[src/hdl/srtf_pkg.sv]
// Shared types, widths and constants for the SRTF scheduler unit.
// Used by srtf_ctrl, srtf_dp and srtf_preemptive_scheduler_unit; depends on nothing.
package srtf_pkg;

  // Process table size and derived index and count widths.
  localparam int unsigned MAX_PROCS = 64;
  localparam int unsigned IDX_W     = (MAX_PROCS > 1) ? $clog2(MAX_PROCS) : 1;
  localparam int unsigned CNT_W     = $clog2(MAX_PROCS + 1);

  // Field widths.
  localparam int unsigned ID_W   = 16;
  localparam int unsigned TIME_W = 24;
  localparam int unsigned SUM_W  = 32;

  localparam logic [TIME_W-1:0] TIME_MAX = {TIME_W{1'b1}};
  localparam logic [SUM_W-1:0]  SUM_MAX  = {SUM_W{1'b1}};

  // Stream word layouts.
  localparam int unsigned S_TDATA_W = 48;
  localparam int unsigned M_TDATA_W = 176;
  localparam int unsigned M_TUSER_W = 3;

  // Input word kinds carried on the slave tuser bit.
  localparam logic MODE_LOAD = 1'b0;
  localparam logic MODE_TICK = 1'b1;

  // Bit positions of the flags on the master tuser.
  localparam int unsigned USR_REJECTED = 0;
  localparam int unsigned USR_RAN      = 1;
  localparam int unsigned USR_FINISHED = 2;

  // One process table entry.
  typedef struct packed {
    logic [ID_W-1:0] ident;
    logic [15:0]     arrival;
    logic [15:0]     burst;
    logic [15:0]     remaining;
  } entry_t;

  // Controller states.
  typedef enum logic [1:0] {
    ST_IDLE,
    ST_SCAN,
    ST_CALC,
    ST_COMMIT
  } state_e;

  // Commands from the controller to the datapath.
  typedef struct packed {
    logic capture;
    logic scan_en;
    logic calc_en;
    logic commit;
  } cmd_t;

  // Status from the datapath to the controller.
  typedef struct packed {
    logic scan_done;
    logic out_free;
  } sts_t;

endpackage

[src/hdl/srtf_ctrl.sv]
// Sequencing state machine of the SRTF scheduler unit.
// Depends on srtf_pkg; drives the command struct of srtf_dp.
module srtf_ctrl (
  input  logic           clk_i,
  input  logic           rst_ni,
  input  logic           s_tvalid_i,
  input  logic           s_mode_i,
  output logic           s_tready_o,
  input  srtf_pkg::sts_t sts_i,
  output srtf_pkg::cmd_t cmd_o
);
  import srtf_pkg::*;

  state_e state_q, state_d;

  // State register.
  always_ff @(posedge clk_i or negedge rst_ni) begin
    if (!rst_ni) begin
      state_q <= ST_IDLE;
    end else begin
      state_q <= state_d;
    end
  end

  // Next state and command decode.
  always_comb begin
    state_d    = state_q;
    cmd_o      = '0;
    s_tready_o = 1'b0;
    unique case (state_q)
      ST_IDLE: begin
        s_tready_o = 1'b1;
        if (s_tvalid_i) begin
          cmd_o.capture = 1'b1;
          state_d = (s_mode_i == MODE_TICK) ? ST_SCAN : ST_COMMIT;
        end
      end
      ST_SCAN: begin
        cmd_o.scan_en = 1'b1;
        if (sts_i.scan_done) begin
          state_d = ST_CALC;
        end
      end
      ST_CALC: begin
        cmd_o.calc_en = 1'b1;
        state_d = ST_COMMIT;
      end
      ST_COMMIT: begin
        if (sts_i.out_free) begin
          cmd_o.commit = 1'b1;
          state_d = ST_IDLE;
        end
      end
      default: begin
        state_d = ST_IDLE;
      end
    endcase
  end

endmodule

[config.mk]
export PLATFORM = sky130hd
export DESIGN_NAME = srtf_ctrl
export DESIGN_NICKNAME = d
export VERILOG_FILES = /design/src/hdl/srtf_pkg.sv /design/src/hdl/srtf_ctrl.sv
export SDC_FILE = /design/constraint.sdc
export NUM_CORES = 1
export LEC_CHECK = 0
export BUFFER_PORTS_ARGS = -buffer_cell sky130_fd_sc_hd__buf_2
export CORE_AREA = 2 2 39 41
export CTS_BUF_LIST = sky130_fd_sc_hd__clkbuf_16
export CTS_CLUSTER_DIAMETER = 60
export CTS_CLUSTER_SIZE = 24
export DETAILED_ROUTE_END_ITERATION = 10
export DIE_AREA = 0 0 41 43
export PLACE_DENSITY = 0.34
export RECOVER_POWER = 50
export SLEW_MARGIN = 20
export SYNTH_ARGS = -nofsm -noshare
export SYNTH_HDL_FRONTEND = slang
export SYNTH_SLANG_ARGS = --single-unit
export TNS_END_PERCENT = 50
[constraint.sdc]
create_clock -name clk_i -period 1.8 [get_ports clk_i]
set_clock_uncertainty 0.1 [all_clocks]
set_input_delay 0.36 -clock clk_i [delete_from_list [all_inputs] [get_ports clk_i]]
set_output_delay 0.36 -clock clk_i [all_outputs]
set_load 0.05 [all_outputs]
Word level (Yosys, flattened, before mapping)
Cells that the tools add are included.
{"block": "op_classes", "add_sub_neg": 0, "n_mul": 0, "muxes": 12, "n_reduce_logical": 2, "bitwise_logic": 0, "magnitude_cmp": 0, "eq_ne": 6, "shifts": 0, "n_div": 0}
{"operator": "two-way mux 2 bit", "n": 4}
{"operator": "case mux 2 bit (4 select lines)", "n": 1}
{"operator": "two-way mux 1 bit", "n": 7}
{"operator": "!= test 2 bit (second input constant)", "n": 3}
{"operator": "== test 2 bit (second input constant)", "n": 2}
{"operator": "AND reduction 3 bit", "n": 1}
{"operator": "== test 2 x 1 -> 1 bit (second input constant)", "n": 1}
{"operator": "zero test 2 bit", "n": 1}
{"block": "totals", "mem_bits_rw": 0, "reg_bits": 2, "elab_cells": 21, "out_inout_bits": 5, "input_bits": 6, "rom_bits": 0, "mem_count": 0, "latch_bits": 0}

Longest topological paths before layout
{"block": "depth", "ltp_word": 3, "mapped_depth": 4, "ltp_nobuf": 4}

Worst setup path after synthesis
OpenSTA, ideal clock, no wires.
{"block": "synth_timing", "path_type": "register to output", "from": "register state_q[0]", "to": "output cmd_o[3] (netlist name)", "required_ps": 1340, "arrival_time_ps": 1520, "path_slack_ps": -180, "stages_incl_launch_ff": 4, "n_path_buf": 0, "path_cell_list": "dfrtp_1 > inv_1 > ha_1 > and2_1"}
{"item": "start, declared", "line": "srtf_ctrl.sv:14", "text": "state_e state_q, state_d;"}
{"item": "start signal, assigned", "line": "srtf_ctrl.sv:21", "text": "state_q <= state_d;"}
{"item": "end, declared", "line": "srtf_ctrl.sv:10", "text": "output srtf_pkg::cmd_t cmd_o"}

==> metrics.md <==
| Metric | Value |
|---|---|
| Total Die Area | `0.001763 sq mm` |
| Synth area leaders | `dfrtp_1 (28%), ha_1 (28%), mux2i_1 (17%), inv_1 (13%), a222oi_1 (5.6%)` |
| H-tree depth | `1` |
| Measured slew at the worst slew-check pin | `475.0 ps` |
| Detailed-route via count | `165` |
| Final Setup Violations | `0` |
| TNS Setup | `0 ps` |
| Ys Warns | `0` |
| HP Class | `in -> async` |
| Total Wirelength | `401 microns` |
| Max-slew violation count | `0` |
| # diodes | `0` |
| Worst Path Required | `1340 ps` |
| Top_reg_cell synth | `dfrtp_1` |
| Status | `complete, no violations` |
| Clock Sinks | `2` |
| Total GRT Usage | `0.05723` |
| Initial antenna violation count | `0` |
| TritonRoute pass-1 iters | `4` |
| Number of flip-flops in the largest register | `2` |
| Rel. slew slack | `0.6833` |
| Std cell rows | `14` |
| Synth Instances | `19` |
| CTS tree | `yes` |
| Longest Clk Path Bufs | `2` |
| Syn nets | `29` |
| Nets | `45` |
| Ports | `11` |
| Num CTS Buffers | `3` |
| Post-route antenna net violation count | `0` |
| Post-Syn Area | `180.2 sq um` |
| Dpl ws | `226.9 ps` |
| Wire per inst | `8.184 microns` |
| Regs by FF count | `state_q: 2 flops` |
| First-pass GRT wire length | `545 microns` |
| First DRT Iteration DRCs | `5` |
| Worst-Skew Late Latency | `220 ps` |
| Most frequent cell after synthesis | `inv_1` |
| FMAX | `0.5855 GHz` |
| Worst EP arrival | `1250 ps` |
| Asr flop ratio synth | `1.000` |
| Layout cells sized above 1 | `0.4545` |
| Placer Congestion | `0.6063` |
| DIE HEIGHT | `43 microns` |
| Max cap viols | `0` |
| Commonest cells post-synth | `inv_1 (6), ha_1 (4), mux2i_1 (3)` |
| Crit path kind | `reg -> out` |
| Crit path time final | `1708 ps` |
| Critical path fanouts, max | `5` |
| Final Hold Fails | `0` |
| Crit path launch type | `flip-flop` |
| RSZ-0062 raised after global routing | `no` |
| Post-synthesis sequential area ratio | `0.2778` |
| Synth area leader | `dfrtp_1` |
| Number of global-route vias before repair | `149` |
| EDFF count, synth | `0` |
| Core box area | `0.001384 sq mm` |
| Port bufs | `10` |
| Initial core utilization | `0.1302` |
| Number of synthesized register bits | `2` |
| Reg with most FFs | `state_q` |
| Root Buffer | `clkbuf_16` |
| Post-CTS Setup Bufs | `0` |
| CTS clock-pin slew for the worst setup and hold paths | `30 ps` |
| Syn-to-layout area delta | `94.44%` |
| Total grt overflow | `0` |
| Die Span X | `41 microns` |
| Period utilisation layout | `0.9488` |
| Drt via density | `3.367` |
| Final worst slack | `92.18 ps` |
| Largest net degree at the start of global routing | `6` |
| Crit. End Element | `output port` |
| DR DRC count | `0` |
| Share of the synthesized area in the top cell type | `0.2778` |
| Syn avg cell area | `9.483 sq um` |
| Netlist cell types | `8` |
[cells in the final DEF (no fill, tap or decap), drive strengths merged]
cell type,count
buf,8
nor2,1
mux2i,3
inv,6
ha,4
dlygate4sd3,1
clkbuf,5
a222oi,1
and2,2
dfrtp,2
[layer usage]
metal / wire length (microns) / track usage / share of wire / vias to the layer above
met5: 0 / 0 / 0 / -
met4: 0 / 0.08000 / 0 / 0
met3: 70 / 0.04712 / 0.17 / 0
met2: 156 / 0.06563 / 0.39 / 12
met1: 174 / 0.04823 / 0.43 / 65
li1: - / - / - / 88
[stage by stage]
| stage | util | area [sq um] | cells | hold WS, ps |
|---|---|---|---|---|
| 3_3_place_gp | 0.1835 | 254.0 | 45 | 44.71 |
| 6_report | 0.2532 | 350.3 | 49 | 359.8 |
| 3_5_place_dp | 0.1835 | 254.0 | 45 | 48.23 |
| 2_1_floorplan | - | 183.9 | 19 | -35.59 |
| 4_1_cts | 0.2468 | 341.6 | 49 | 350.4 |
| 5_1_grt | 0.2532 | 350.3 | 49 | 360.8 |
[layout make-up]
cell class	count	area [sq um]
Sequential cell	2	50.05
Timing Repair Buffer	11	61.31
Multi-Input combinational cell	11	121.4
Inverter	6	22.52
Fill cell	157	1033
Tap cell	16	20.02
Clock buffer	3	75.07
[path summary, 6_finish.rpt]
path / depth (start not counted) / slack (ps) / to / startpoint
worst max-delay path: 4 / 90 / cmd_o[3] / state_q[0]$_DFFE_PN0P_
worst min-delay path: 2 / 360 / state_q[0]$_DFFE_PN0P_ / rst_ni
worst max register to register: 4 / 240 / state_q[1]$_DFFE_PN0P_ / state_q[1]$_DFFE_PN0P_
worst min register to register: 2 / 570 / state_q[1]$_DFFE_PN0P_ / state_q[1]$_DFFE_PN0P_
max in group asynchronous: 2 / 1110 / state_q[1]$_DFFE_PN0P_ / rst_ni
min in group clk_i: 4 / 420 / state_q[1]$_DFFE_PN0P_ / s_mode_i
[repair_timing]
item / in CTS / in global routing
resized for setup: 1 / 1
pin swaps: 0 / 0
hold buffers: 1 / 0
endpoints found under the setup margin: 1 / 1
endpoints found under the hold margin: 2 / 0
[cell families after synthesis]
group                    Yosys count  share of synthesized area
multiplexers                       3                     0.1667
AO/OA/AOI/OAI                      1                    0.05556
buffers and inverters              6                     0.1250
AND/OR/NAND/NOR                    3                    0.09724
flip-flops                         2                     0.2778
adder cells (fa/ha/maj)            4                     0.2778
[worst max-delay path, stage by stage (launching register included)]
cell and delay [ps]:
dfrtp_1 390, inv_1 150, ha_4 180, and2_2 130
buf_4 180
Power is not shown: default switching activity piles up to over one toggle a cycle in this logic, so the estimate is an artifact.
