`src/hdl/srtf_pkg.sv`:
```
// Shared types, widths and constants for the SRTF scheduler unit.
// Used by srtf_ctrl, srtf_dp and srtf_preemptive_scheduler_unit; depends on nothing.
package srtf_pkg;

  // Process table size and derived index and count widths.
  localparam int unsigned MAX_PROCS = 64;
  localparam int unsigned IDX_W     = (MAX_PROCS > 1) ? $clog2(MAX_PROCS) : 1;
  localparam int unsigned CNT_W     = $clog2(MAX_PROCS + 1);

  // Field widths.
  localparam int unsigned ID_W   = 16;
  localparam int unsigned TIME_W = 24;
  localparam int unsigned SUM_W  = 32;

  localparam logic [TIME_W-1:0] TIME_MAX = {TIME_W{1'b1}};
  localparam logic [SUM_W-1:0]  SUM_MAX  = {SUM_W{1'b1}};

  // Stream word layouts.
  localparam int unsigned S_TDATA_W = 48;
  localparam int unsigned M_TDATA_W = 176;
  localparam int unsigned M_TUSER_W = 3;

  // Input word kinds carried on the slave tuser bit.
  localparam logic MODE_LOAD = 1'b0;
  localparam logic MODE_TICK = 1'b1;

  // Bit positions of the flags on the master tuser.
  localparam int unsigned USR_REJECTED = 0;
  localparam int unsigned USR_RAN      = 1;
  localparam int unsigned USR_FINISHED = 2;

  // One process table entry.
  typedef struct packed {
    logic [ID_W-1:0] ident;
    logic [15:0]     arrival;
    logic [15:0]     burst;
    logic [15:0]     remaining;
  } entry_t;

  // Controller states.
  typedef enum logic [1:0] {
    ST_IDLE,
    ST_SCAN,
    ST_CALC,
    ST_COMMIT
  } state_e;

  // Commands from the controller to the datapath.
  typedef struct packed {
    logic capture;
    logic scan_en;
    logic calc_en;
    logic commit;
  } cmd_t;

  // Status from the datapath to the controller.
  typedef struct packed {
    logic scan_done;
    logic out_free;
  } sts_t;

endpackage

```
`src/hdl/srtf_dp.sv`:
```
// Datapath of the SRTF scheduler unit: process table memory, minimum scan,
// timing arithmetic, running totals and the output word register. Depends on srtf_pkg.
module srtf_dp (
  input  logic                                clk_i,
  input  logic                                rst_ni,
  input  logic [srtf_pkg::S_TDATA_W-1:0]      s_tdata_i,
  input  logic                                s_mode_i,
  input  srtf_pkg::cmd_t                      cmd_i,
  output srtf_pkg::sts_t                      sts_o,
  output logic                                m_tvalid_o,
  input  logic                                m_tready_i,
  output logic [srtf_pkg::M_TDATA_W-1:0]      m_tdata_o,
  output logic [srtf_pkg::M_TUSER_W-1:0]      m_tuser_o
);
  import srtf_pkg::*;

  // Captured input word.
  logic            mode_q;
  logic [ID_W-1:0] in_id_q;
  logic [15:0]     in_at_q;
  logic [15:0]     in_bt_q;

  // Architectural state.
  logic [CNT_W-1:0]  loaded_q, loaded_d;
  logic [CNT_W-1:0]  done_q, done_d;
  logic [TIME_W-1:0] time_q, time_next;
  logic [SUM_W-1:0]  wsum_q, wsum_d;
  logic [SUM_W-1:0]  tsum_q, tsum_d;

  // Scan state.
  logic [CNT_W-1:0] rd_cnt_q;
  logic             pend_q;
  logic [IDX_W-1:0] pend_idx_q;
  logic             have_q;
  logic [IDX_W-1:0] best_idx_q;
  entry_t           best_q;
  entry_t           rd_data_q;
  logic             rd_en;
  logic             better;

  // Timing results of the chosen entry.
  logic [TIME_W-1:0] tat_q, wt_q, tat_calc, wt_calc;

  // Table write port.
  logic             wr_en;
  logic [IDX_W-1:0] wr_addr;
  entry_t           wr_data;

  // Commit decode.
  logic             full, rejected, ran, fin;
  logic [SUM_W:0]   wsum_wide, tsum_wide;

  // Output word register.
  logic                 m_valid_q;
  logic [M_TDATA_W-1:0] m_data_q, m_data_d;
  logic [M_TUSER_W-1:0] m_user_q, m_user_d;

  entry_t mem_q [MAX_PROCS];

  // Process table: one write and one registered read per cycle.
  always_ff @(posedge clk_i) begin
    if (wr_en) begin
      mem_q[wr_addr] <= wr_data;
    end
    if (rd_en) begin
      rd_data_q <= mem_q[rd_cnt_q[IDX_W-1:0]];
    end
  end

  // Input capture.
  always_ff @(posedge clk_i) begin
    if (cmd_i.capture) begin
      mode_q  <= s_mode_i;
      in_id_q <= s_tdata_i[15:0];
      in_at_q <= s_tdata_i[31:16];
      in_bt_q <= s_tdata_i[47:32];
    end
  end

  // The scan reads one entry a cycle and compares it in the cycle after the read.
  assign rd_en  = cmd_i.scan_en && (rd_cnt_q != loaded_q);
  assign better = pend_q && ({{(TIME_W-16){1'b0}}, rd_data_q.arrival} <= time_q) &&
                  (rd_data_q.remaining != 16'd0) &&
                  (!have_q || (rd_data_q.remaining < best_q.remaining));

  always_ff @(posedge clk_i or negedge rst_ni) begin
    if (!rst_ni) begin
      rd_cnt_q <= '0;
      pend_q   <= 1'b0;
      have_q   <= 1'b0;
    end else if (cmd_i.capture) begin
      rd_cnt_q <= '0;
      pend_q   <= 1'b0;
      have_q   <= 1'b0;
    end else if (cmd_i.scan_en) begin
      pend_q <= rd_en;
      if (rd_en) begin
        rd_cnt_q <= rd_cnt_q + CNT_W'(1);
      end
      if (better) begin
        have_q <= 1'b1;
      end
    end
  end

  always_ff @(posedge clk_i) begin
    if (rd_en) begin
      pend_idx_q <= rd_cnt_q[IDX_W-1:0];
    end
    if (cmd_i.scan_en && better) begin
      best_q     <= rd_data_q;
      best_idx_q <= pend_idx_q;
    end
  end

  // Time after this tick, saturating.
  assign time_next = (time_q == TIME_MAX) ? time_q : time_q + TIME_W'(1);

  // Turnaround and waiting of the chosen entry, clamped at zero.
  always_comb begin
    tat_calc = (time_next >= TIME_W'(best_q.arrival)) ?
               time_next - TIME_W'(best_q.arrival) : '0;
    wt_calc  = (tat_calc >= TIME_W'(best_q.burst)) ?
               tat_calc - TIME_W'(best_q.burst) : '0;
  end

  always_ff @(posedge clk_i) begin
    if (cmd_i.calc_en) begin
      tat_q <= tat_calc;
      wt_q  <= wt_calc;
    end
  end

  // Commit: table write, counters, totals and the result word.
  always_comb begin
    full     = (loaded_q == CNT_W'(MAX_PROCS));
    rejected = (mode_q == MODE_LOAD) && (full || (in_bt_q == 16'd0));
    ran      = (mode_q == MODE_TICK) && have_q;
    fin      = ran && (best_q.remaining == 16'd1);

    wr_en   = 1'b0;
    wr_addr = best_idx_q;
    wr_data = best_q;
    wr_data.remaining = best_q.remaining - 16'd1;
    if (cmd_i.commit) begin
      if ((mode_q == MODE_LOAD) && !rejected) begin
        wr_en   = 1'b1;
        wr_addr = loaded_q[IDX_W-1:0];
        wr_data = '{ident: in_id_q, arrival: in_at_q, burst: in_bt_q,
                    remaining: in_bt_q};
      end else if (ran) begin
        wr_en = 1'b1;
      end
    end

    loaded_d = loaded_q;
    if ((mode_q == MODE_LOAD) && !rejected) begin
      loaded_d = loaded_q + CNT_W'(1);
    end
    done_d    = fin ? done_q + CNT_W'(1) : done_q;
    wsum_wide = {1'b0, wsum_q} + {{(SUM_W-TIME_W+1){1'b0}}, wt_q};
    tsum_wide = {1'b0, tsum_q} + {{(SUM_W-TIME_W+1){1'b0}}, tat_q};
    wsum_d    = wsum_q;
    tsum_d    = tsum_q;
    if (fin) begin
      wsum_d = wsum_wide[SUM_W] ? SUM_MAX : wsum_wide[SUM_W-1:0];
      tsum_d = tsum_wide[SUM_W] ? SUM_MAX : tsum_wide[SUM_W-1:0];
    end

    m_user_d = '0;
    m_user_d[USR_REJECTED] = rejected;
    m_user_d[USR_RAN]      = ran;
    m_user_d[USR_FINISHED] = fin;

    m_data_d = '0;
    m_data_d[15:0]    = ran ? best_q.ident : '0;
    m_data_d[31:16]   = fin ? best_q.ident : '0;
    m_data_d[55:32]   = fin ? time_next : '0;
    m_data_d[79:56]   = fin ? tat_q : '0;
    m_data_d[103:80]  = fin ? wt_q : '0;
    m_data_d[104]     = (done_d == loaded_d);
    m_data_d[136:105] = wsum_d;
    m_data_d[168:137] = tsum_d;
  end

  always_ff @(posedge clk_i or negedge rst_ni) begin
    if (!rst_ni) begin
      loaded_q <= '0;
      done_q   <= '0;
      time_q   <= '0;
      wsum_q   <= '0;
      tsum_q   <= '0;
    end else if (cmd_i.commit) begin
      loaded_q <= loaded_d;
      done_q   <= done_d;
      wsum_q   <= wsum_d;
      tsum_q   <= tsum_d;
      if (mode_q == MODE_TICK) begin
        time_q <= time_next;
      end
    end
  end

  // Output word register; a waiting word does not stop the next capture.
  always_ff @(posedge clk_i or negedge rst_ni) begin
    if (!rst_ni) begin
      m_valid_q <= 1'b0;
    end else if (cmd_i.commit) begin
      m_valid_q <= 1'b1;
    end else if (m_tready_i) begin
      m_valid_q <= 1'b0;
    end
  end

  always_ff @(posedge clk_i) begin
    if (cmd_i.commit) begin
      m_data_q <= m_data_d;
      m_user_q <= m_user_d;
    end
  end

  assign m_tvalid_o = m_valid_q;
  assign m_tdata_o  = m_data_q;
  assign m_tuser_o  = m_user_q;

  // Status back to the controller.
  assign sts_o.scan_done = (rd_cnt_q == loaded_q) && !pend_q;
  assign sts_o.out_free  = !m_valid_q || m_tready_i;

endmodule

```
`config.mk`:
```
export PLATFORM = sky130hd
export DESIGN_NAME = srtf_dp
export DESIGN_NICKNAME = d
export VERILOG_FILES = /design/src/hdl/srtf_pkg.sv /design/src/hdl/srtf_dp.sv
export SDC_FILE = /design/constraint.sdc
export NUM_CORES = 2
export LEC_CHECK = 0
export ABC_AREA = 1
export ABC_CLOCK_PERIOD_IN_PS = 8630
export BUFFER_PORTS_ARGS = -buffer_cell sky130_fd_sc_hd__buf_4
export CELL_PAD_IN_SITES_DETAIL_PLACEMENT = 1
export CELL_PAD_IN_SITES_GLOBAL_PLACEMENT = 1
export CORE_MARGIN = 2
export CORE_UTILIZATION = 50
export CTS_BUF_LIST = sky130_fd_sc_hd__clkbuf_16
export DETAILED_ROUTE_END_ITERATION = 10
export PLACE_DENSITY_LB_ADDON = 0.1
export REMOVE_ABC_BUFFERS = 1
export SLEW_MARGIN = 20
export SYNTH_ARGS = -nofsm -noshare
export SYNTH_HDL_FRONTEND = slang
export SYNTH_SLANG_ARGS = --single-unit
```
`constraint.sdc`:
```
create_clock -name clk_i -period 8.63 [get_ports clk_i]
set_clock_uncertainty 0.1 [all_clocks]
set_input_delay 2.589 -clock clk_i [delete_from_list [all_inputs] [get_ports clk_i]]
set_output_delay 2.589 -clock clk_i [all_outputs]
set_load 0.005 [all_outputs]
```
-- Yosys cells after proc, flatten, opt, wreduce, memory -nomap -nowiden
Memories as Yosys holds them, arrays and structs flattened. A register that Yosys moved wholly into a read port is not among the register bits.
Index checks and enable logic that the tools add are counted.
Widths: inputs -> output; s select.
- register bits: 457
- bits in writable memories: 4096
- bits of input ports: 56
- output and inout bits: 182
- word-level logic and storage cells: 99
- memories kept: 1
- add/subtract/negate cells: 9
- $lt $le $gt $ge: 4
- equal/unequal tests: 6
- muxes and demuxes: 27
- bitwise operators: 1
- reductions and logical operators: 26
- memories (memory ; depth ; width ; rd ports ; clocked after Yosys merged registers in ; wr ports ; RTL line ; source):
    mem_q ; 64 ; 64 ; 1 ; 1 ; 1 ; srtf_dp.sv:58 ; entry_t mem_q [MAX_PROCS];
- operator list (kind ; number):
    $mux 32 ; 4
    $mux 64 ; 2
    $add 32x24->33 ; 2
    $ge 24x16->1 ; 2
    $mux 24 ; 2
    $sub 24x16->24 ; 2
    $mux 7 ; 5
    $add 24x1->24 const B ; 1
    $eq 24x24->1 const B ; 1
    $le 16x24->1 ; 1
    $add 7x1->7 const B ; 3
    $eq 16x1->1 const B ; 1
    $logic_not 16->1 ; 1
    $lt 16x16->1 ; 1
    $reduce_bool 16->1 ; 1
    $sub 16x1->16 const B ; 1
    $eq 7x7->1 ; 2
    $mux 1 ; 12
    $mux 6 ; 2
    $logic_and 1x1->1 ; 10
    $reduce_bool 2->1 ; 4
    $eq 7x7->1 const B ; 1
    $ne 7x7->1 ; 1
    $reduce_and 2->1 ; 3
    other kinds (3) ; 8

-- Logic depth before layout (Yosys ltp)
- depth after elaboration: 9
- mapped depth: 40
- mapped depth without buffers: 39

-- Worst setup path after synthesis
OpenSTA, ideal clock, no wires.
- path kind: input -> register
- from: input cmd_i[0] (netlist bit)
- to: memory mem_q[32][0] (netlist bit), enable pin
- setup time: 0.487 ns
- data arrival time: 6.512 ns
- data required time: 8.043 ns
- setup slack: 1.532 ns
- cell stages on the path: 9
- path buffers: 1
- cells stage by stage: clkinv_1 -> nor2_4 -> buf_2 -> nand2_1 -> o21ai_0 -> inv_1 -> nor2_1 -> nand2_1 -> nor2_1
- longest elaborated chain between the ends: 3
- elaborated cells between the ends (all ways): 4
- those cells by class: mux (4)
- RTL lines (what ; RTL line ; source):
    start: declaration ; srtf_dp.sv:8 ; input srtf_pkg::cmd_t cmd_i,
    $mux 1 ; srtf_dp.sv:145 ; if (cmd_i.commit) begin
    $mux 1 ; srtf_dp.sv:62 ; if (wr_en) begin
    $mux 1 (implied by the code) ; srtf_dp.sv:63 ; mem_q[wr_addr] <= wr_data;
    end: declaration ; srtf_dp.sv:58 ;
Parallel ways exist; a longest one is shown, timed or not.

-- Final worst setup path
- from: register time_q[0]
- to: register wt_q[2] (data pin)
- longest elaborated chain between the ends: 5
- elaborated cells between the ends (all ways): 8
- those cells by class: add/sub (3); order compare (2); eq/ne (1); mux (2)
- RTL lines (what ; RTL line ; source):
    start: declaration ; srtf_dp.sv:26 ; logic [TIME_W-1:0] time_q, time_next;
    start signal: assignment ; srtf_dp.sv:199 ; time_q <= time_next;
    $add 24x1->24 / $eq 24x24->1 (equally long branches) ; srtf_dp.sv:117 ; assign time_next = (time_q == TIME_MAX) ? time_q : time_q + TIME_W'(1);
    $mux 24 (*) ; srtf_dp.sv:117 ;
    via time_next[5] ; srtf_dp.sv:26 ;
    $ge 24x16->1 (*) ; srtf_dp.sv:121 ; tat_calc = (time_next >= TIME_W'(best_q.arrival)) ?
    $mux 24 (*) ; srtf_dp.sv:121 ;
    via tat_calc[0] ; srtf_dp.sv:42 ; logic [TIME_W-1:0] tat_q, wt_q, tat_calc, wt_calc;
    $sub 24x16->24 / $ge 24x16->1 (equally long branches) ; srtf_dp.sv:124, srtf_dp.sv:123 ;
    end signal: assignment ; srtf_dp.sv:130 ; wt_q <= wt_calc;
    end: declaration ; srtf_dp.sv:42 ;
Mark *: on every way through the listed nets, which the timed path passes. The rest lies on a longest branch.
A chain may end at the register's enable or synchronous reset.

==> summary.md <==
| Metric | Value |
|---|---|
| CP max stage delay | 0.49 ns |
| Hold_buf cts | 0 |
| Synthesized-area fraction occupied by adder cells | 0.008449 |
| Comb pwr share | 0.176 |
| Routed WL per cell | 35.41 µm |
| Antenna viol nets, final | 0 |
| VDD IR max | 0.1936 mV |
| Avg Inst Size Synth | 13.21 µm² |
| Wire length of the first global-routing pass | 961.3 mm |
| Fraction of layout cells with a size suffix above 1 | 0.1010 |
| Root Driver | clkbuf_16 |
| Register-to-register setup slack | 1.01 ns |
| Post-synthesis simple-gate area fraction | 0.08605 |
| WS Path Type | reg2reg |
| Fraction of synthesized area in multiplexers | 0.00005434 |
| Vias in the first global route | 128262 |
| Max clock buf depth | 4 |
| Period utilization | 0.8832 |
| Post-synth EDFFs | 4505 |
| Max Cap Viol | 0 |
| Final hold slack | 0.3039 ns |
| Max transition margin | 0.1621 |
| Post-CTS Setup Repair Bufs | 0 |
| Syn-to-layout area delta | 13.04% |
| Crit. End Element | flop |
| Arr. time, crit path | 8.24 ns |
| Status | finished clean |
| Critical path capture point | wt_q[2] |
| Flop pwr share | 0.469 |
| Number of register bits inferred by synthesis | 4617 |
| Final-stage net count | 14279 |
| DRC | 0 |
| Iteration-0 DRC Markers | 16498 |
| Worst-margin pin slew | 1.251 ns |
| Fmax | 131.2 MHz |
| Port Buffers | 230 |
| Synth Flop Type | edfxtp_1 |
| Final core occ | 0.5688 |
| RSZ-0062 raised after global routing | no |
| CP Max Fanout | 19 |
| Leakage | 69.04 nW |
| XOR/XNOR Fraction of Synth Area | 0.005515 |
| Die H | 611.0 µm |
| Reg2Reg Depth | 38 |
| Pwr Density | 270.7 nW/µm² |
| Fin crit period | 7.622 ns |
| Largest net degree at the start of global routing | 177 |
| Gr ovfl total | 0 |
| Num Clock Sinks | 4617 |
| Reg clk slew, reported paths | 0.06 ns |
| Slowest CP cell | dfrtp_1 |
| Post_cts resized | 0 |
| Area of the core | 366100 µm² |
| Initial Utilization | 0.5032 |
| I/O Pins | 238 |
| Compound-Gate Fraction of Synth Area | 0.1231 |
| Final hold vios | 0 |
| H-tree Lvls | 5 |
| Critical Path Start | time_q[0] |
| Crit path required time | 9.25 ns |
| CTS Buf Count | 478 |
| Switch Pwr | 16.75 mW |
| Final WL | 685.0 mm |
| Switching portion of total power | 0.2972 |
| HP Class | reg2reg |
| Via count | 127101 |
| Library cells used by synthesis | 60 |
| Initial antenna violation count | 50 |
| Die area | 373300 µm² |
| Synthesis Warnings | 0 |
| Power Internal | 39.61 mW |
| Clock Latency Late Sink | 1.02 ns |
| Reg-to-reg critical path endpoint | wt_q[2] |
| GRT Overall Usage | 0.3614 |
| Main combinational cell family by area after synthesis | compound AO/OA/AOI/OAI gates |
| DRT Pass-1 Iters | 5 |
| # setup viols final | 0 |
| Clock group share of total power | 0.355 |
| Vias/cell | 6.570 |
| Synth Cell Area | 184200 µm² |
| Floorplan row count | 222 |
| Chip width | 611.0 µm |
| RR Startpoint | time_q[0] |
| Syn Inst Count | 13948 |
| Crit path launch type | flop |
| Final TNS setup | 0 ns |
| Non-filler cells, final | 19347 |
| Worst Hold Depth | 0 |
| GP Congestion | 0.9028 |
| DP Cell Count | 18435 |
| Ys async rst share | 0.02426 |
| HPWL after DPL | 398.9 mm |
| Seq/Total Area, Yosys | 0.7496 |
| Final Max Tran Viols | 0 |
| CTS tree | yes |
| Most used cell, CP | nand2_1 |
-- cells by family (layout without fill, tap and decap cells) --
group,Yosys count,in the layout
AO/OA/AOI/OAI,3880,3880
AND/OR/NAND/NOR,3903,3903
flip-flops,4617,4617
adder cells (fa/ha/maj),122,122
buffers and inverters,1308,1856
XOR/XNOR,116,116
multiplexers,1,1
other,1,36
-- critical path, delay by kind of cell, from the launching register on --
| kind | cells | cell delay [ns] |
|---|---|---|
| AO/OA/AOI/OAI | 5 | 1.32 |
| AND/OR/NAND/NOR | 24 | 3.39 |
| buffers and inverters | 4 | 0.57 |
| adder cells (fa/ha/maj) | 4 | 1.13 |
| flip-flops | 1 | 0.49 |
| XOR/XNOR | 1 | 0.33 |
-- state kept, by name (all words and copies together) (netlist names), 32 cells and up --
signal and cells:
best_q 64, rd_data_q 64, m_tdata_o 169, mem_q 4096, tsum_q 32, wsum_q 32
-- metal layers --
layer  GRT usage  vias up  part of all wire
li1            -    52570                 -
met1      0.4805    65964              0.38
met2      0.5707     7063              0.46
met3     0.06627     1484             0.097
met4      0.1880       20             0.060
met5           0        -           0.00072
-- metrics by stage --
stage	worst slack (ns)	instance area, µm²	total power, mW
2_1_floorplan	-88.59	180700	32.60
3_3_place_gp	0.8459	193100	36.22
3_5_place_dp	0.9886	193100	36.59
4_1_cts	0.9571	208100	56.30
5_1_grt	0.3432	208200	57.99
6_report	1.008	208200	56.36
-- cells in the mapped netlist, types with 11 or more instances --
library cell	instances	share of area
a221o_1	41	0.0022
buf_1	72	0.0015
a21o_1	12	0.00049
nand4_1	93	0.0032
inv_1	366	0.0075
nor3_1	30	0.00082
o22ai_1	603	0.020
dfrtp_1	112	0.015
nor4_1	21	0.00071
o221ai_1	424	0.020
xnor2_1	38	0.0018
edfxtp_1	4505	0.73
nand2_1	940	0.019
nor2_2	14	0.00048
ha_1	118	0.0080
a22oi_1	37	0.0015
o211ai_1	96	0.0039
a21boi_0	11	0.00045
a31oi_1	115	0.0039
nor2_1	2381	0.049
buf_2	44	0.0012
a32o_1	12	0.00065
a21oi_1	222	0.0060
clkbuf_1	800	0.016
nor2_4	21	0.0013
xor2_1	78	0.0037
nand3_1	360	0.0098
o21ai_0	2271	0.062
-- layout make-up --
cell class                 instances  area, µm²
clock inverter                   392       2743
sequential                      4617     138100
tap                             4816       6026
multi-input combinational       8029      42330
antenna                           29      72.57
inverter                         382       1489
timing repair buffer             593       5239
fill                           35259     157900
clock buffer                     489      12240
-- cells in the final DEF, fill, tap and decap left out, drive strengths merged, types with 31 or more instances in the layout --
master	n
dfrtp	112
a21oi	223
nand3	374
nand2	951
a31oi	115
nand4	93
nor2	2417
o22ai	603
xor2	78
edfxtp	4505
clkinv	240
inv	491
o21ai	2275
bufinv	33
xnor2	38
o211ai	96
buf	593
clkbuf	489
nor3	31
a22oi	37
a221o	41
o221ai	424
ha	118
-- worst min-delay path by stage --
| stage | from | to | slack, ns |
|---|---|---|---|
| finish | pend_idx_q[1] | best_idx_q[1] | 0.30 |
| global placement | rd_data_q[50] | best_q[50] | 0.30 |
| global route | pend_idx_q[1] | best_idx_q[1] | 0.29 |
| floorplan | pend_idx_q[0] | best_idx_q[0] | 0.30 |
| detailed placement | rd_data_q[55] | best_q[55] | 0.31 |
| CTS | pend_idx_q[1] | best_idx_q[1] | 0.28 |
-- power by group through the flow --
stage	registers [mW]	logic, mW	clock network [mW]
2_1_floorplan	27.0	5.63	0
3_3_place_gp	26.9	9.36	0
3_5_place_dp	26.9	9.72	0
4_1_cts	26.4	9.78	20.1
5_1_grt	26.4	10.7	20.9
6_report	26.4	9.93	20.0
Note: power is estimated with default switching activity, not from simulation.
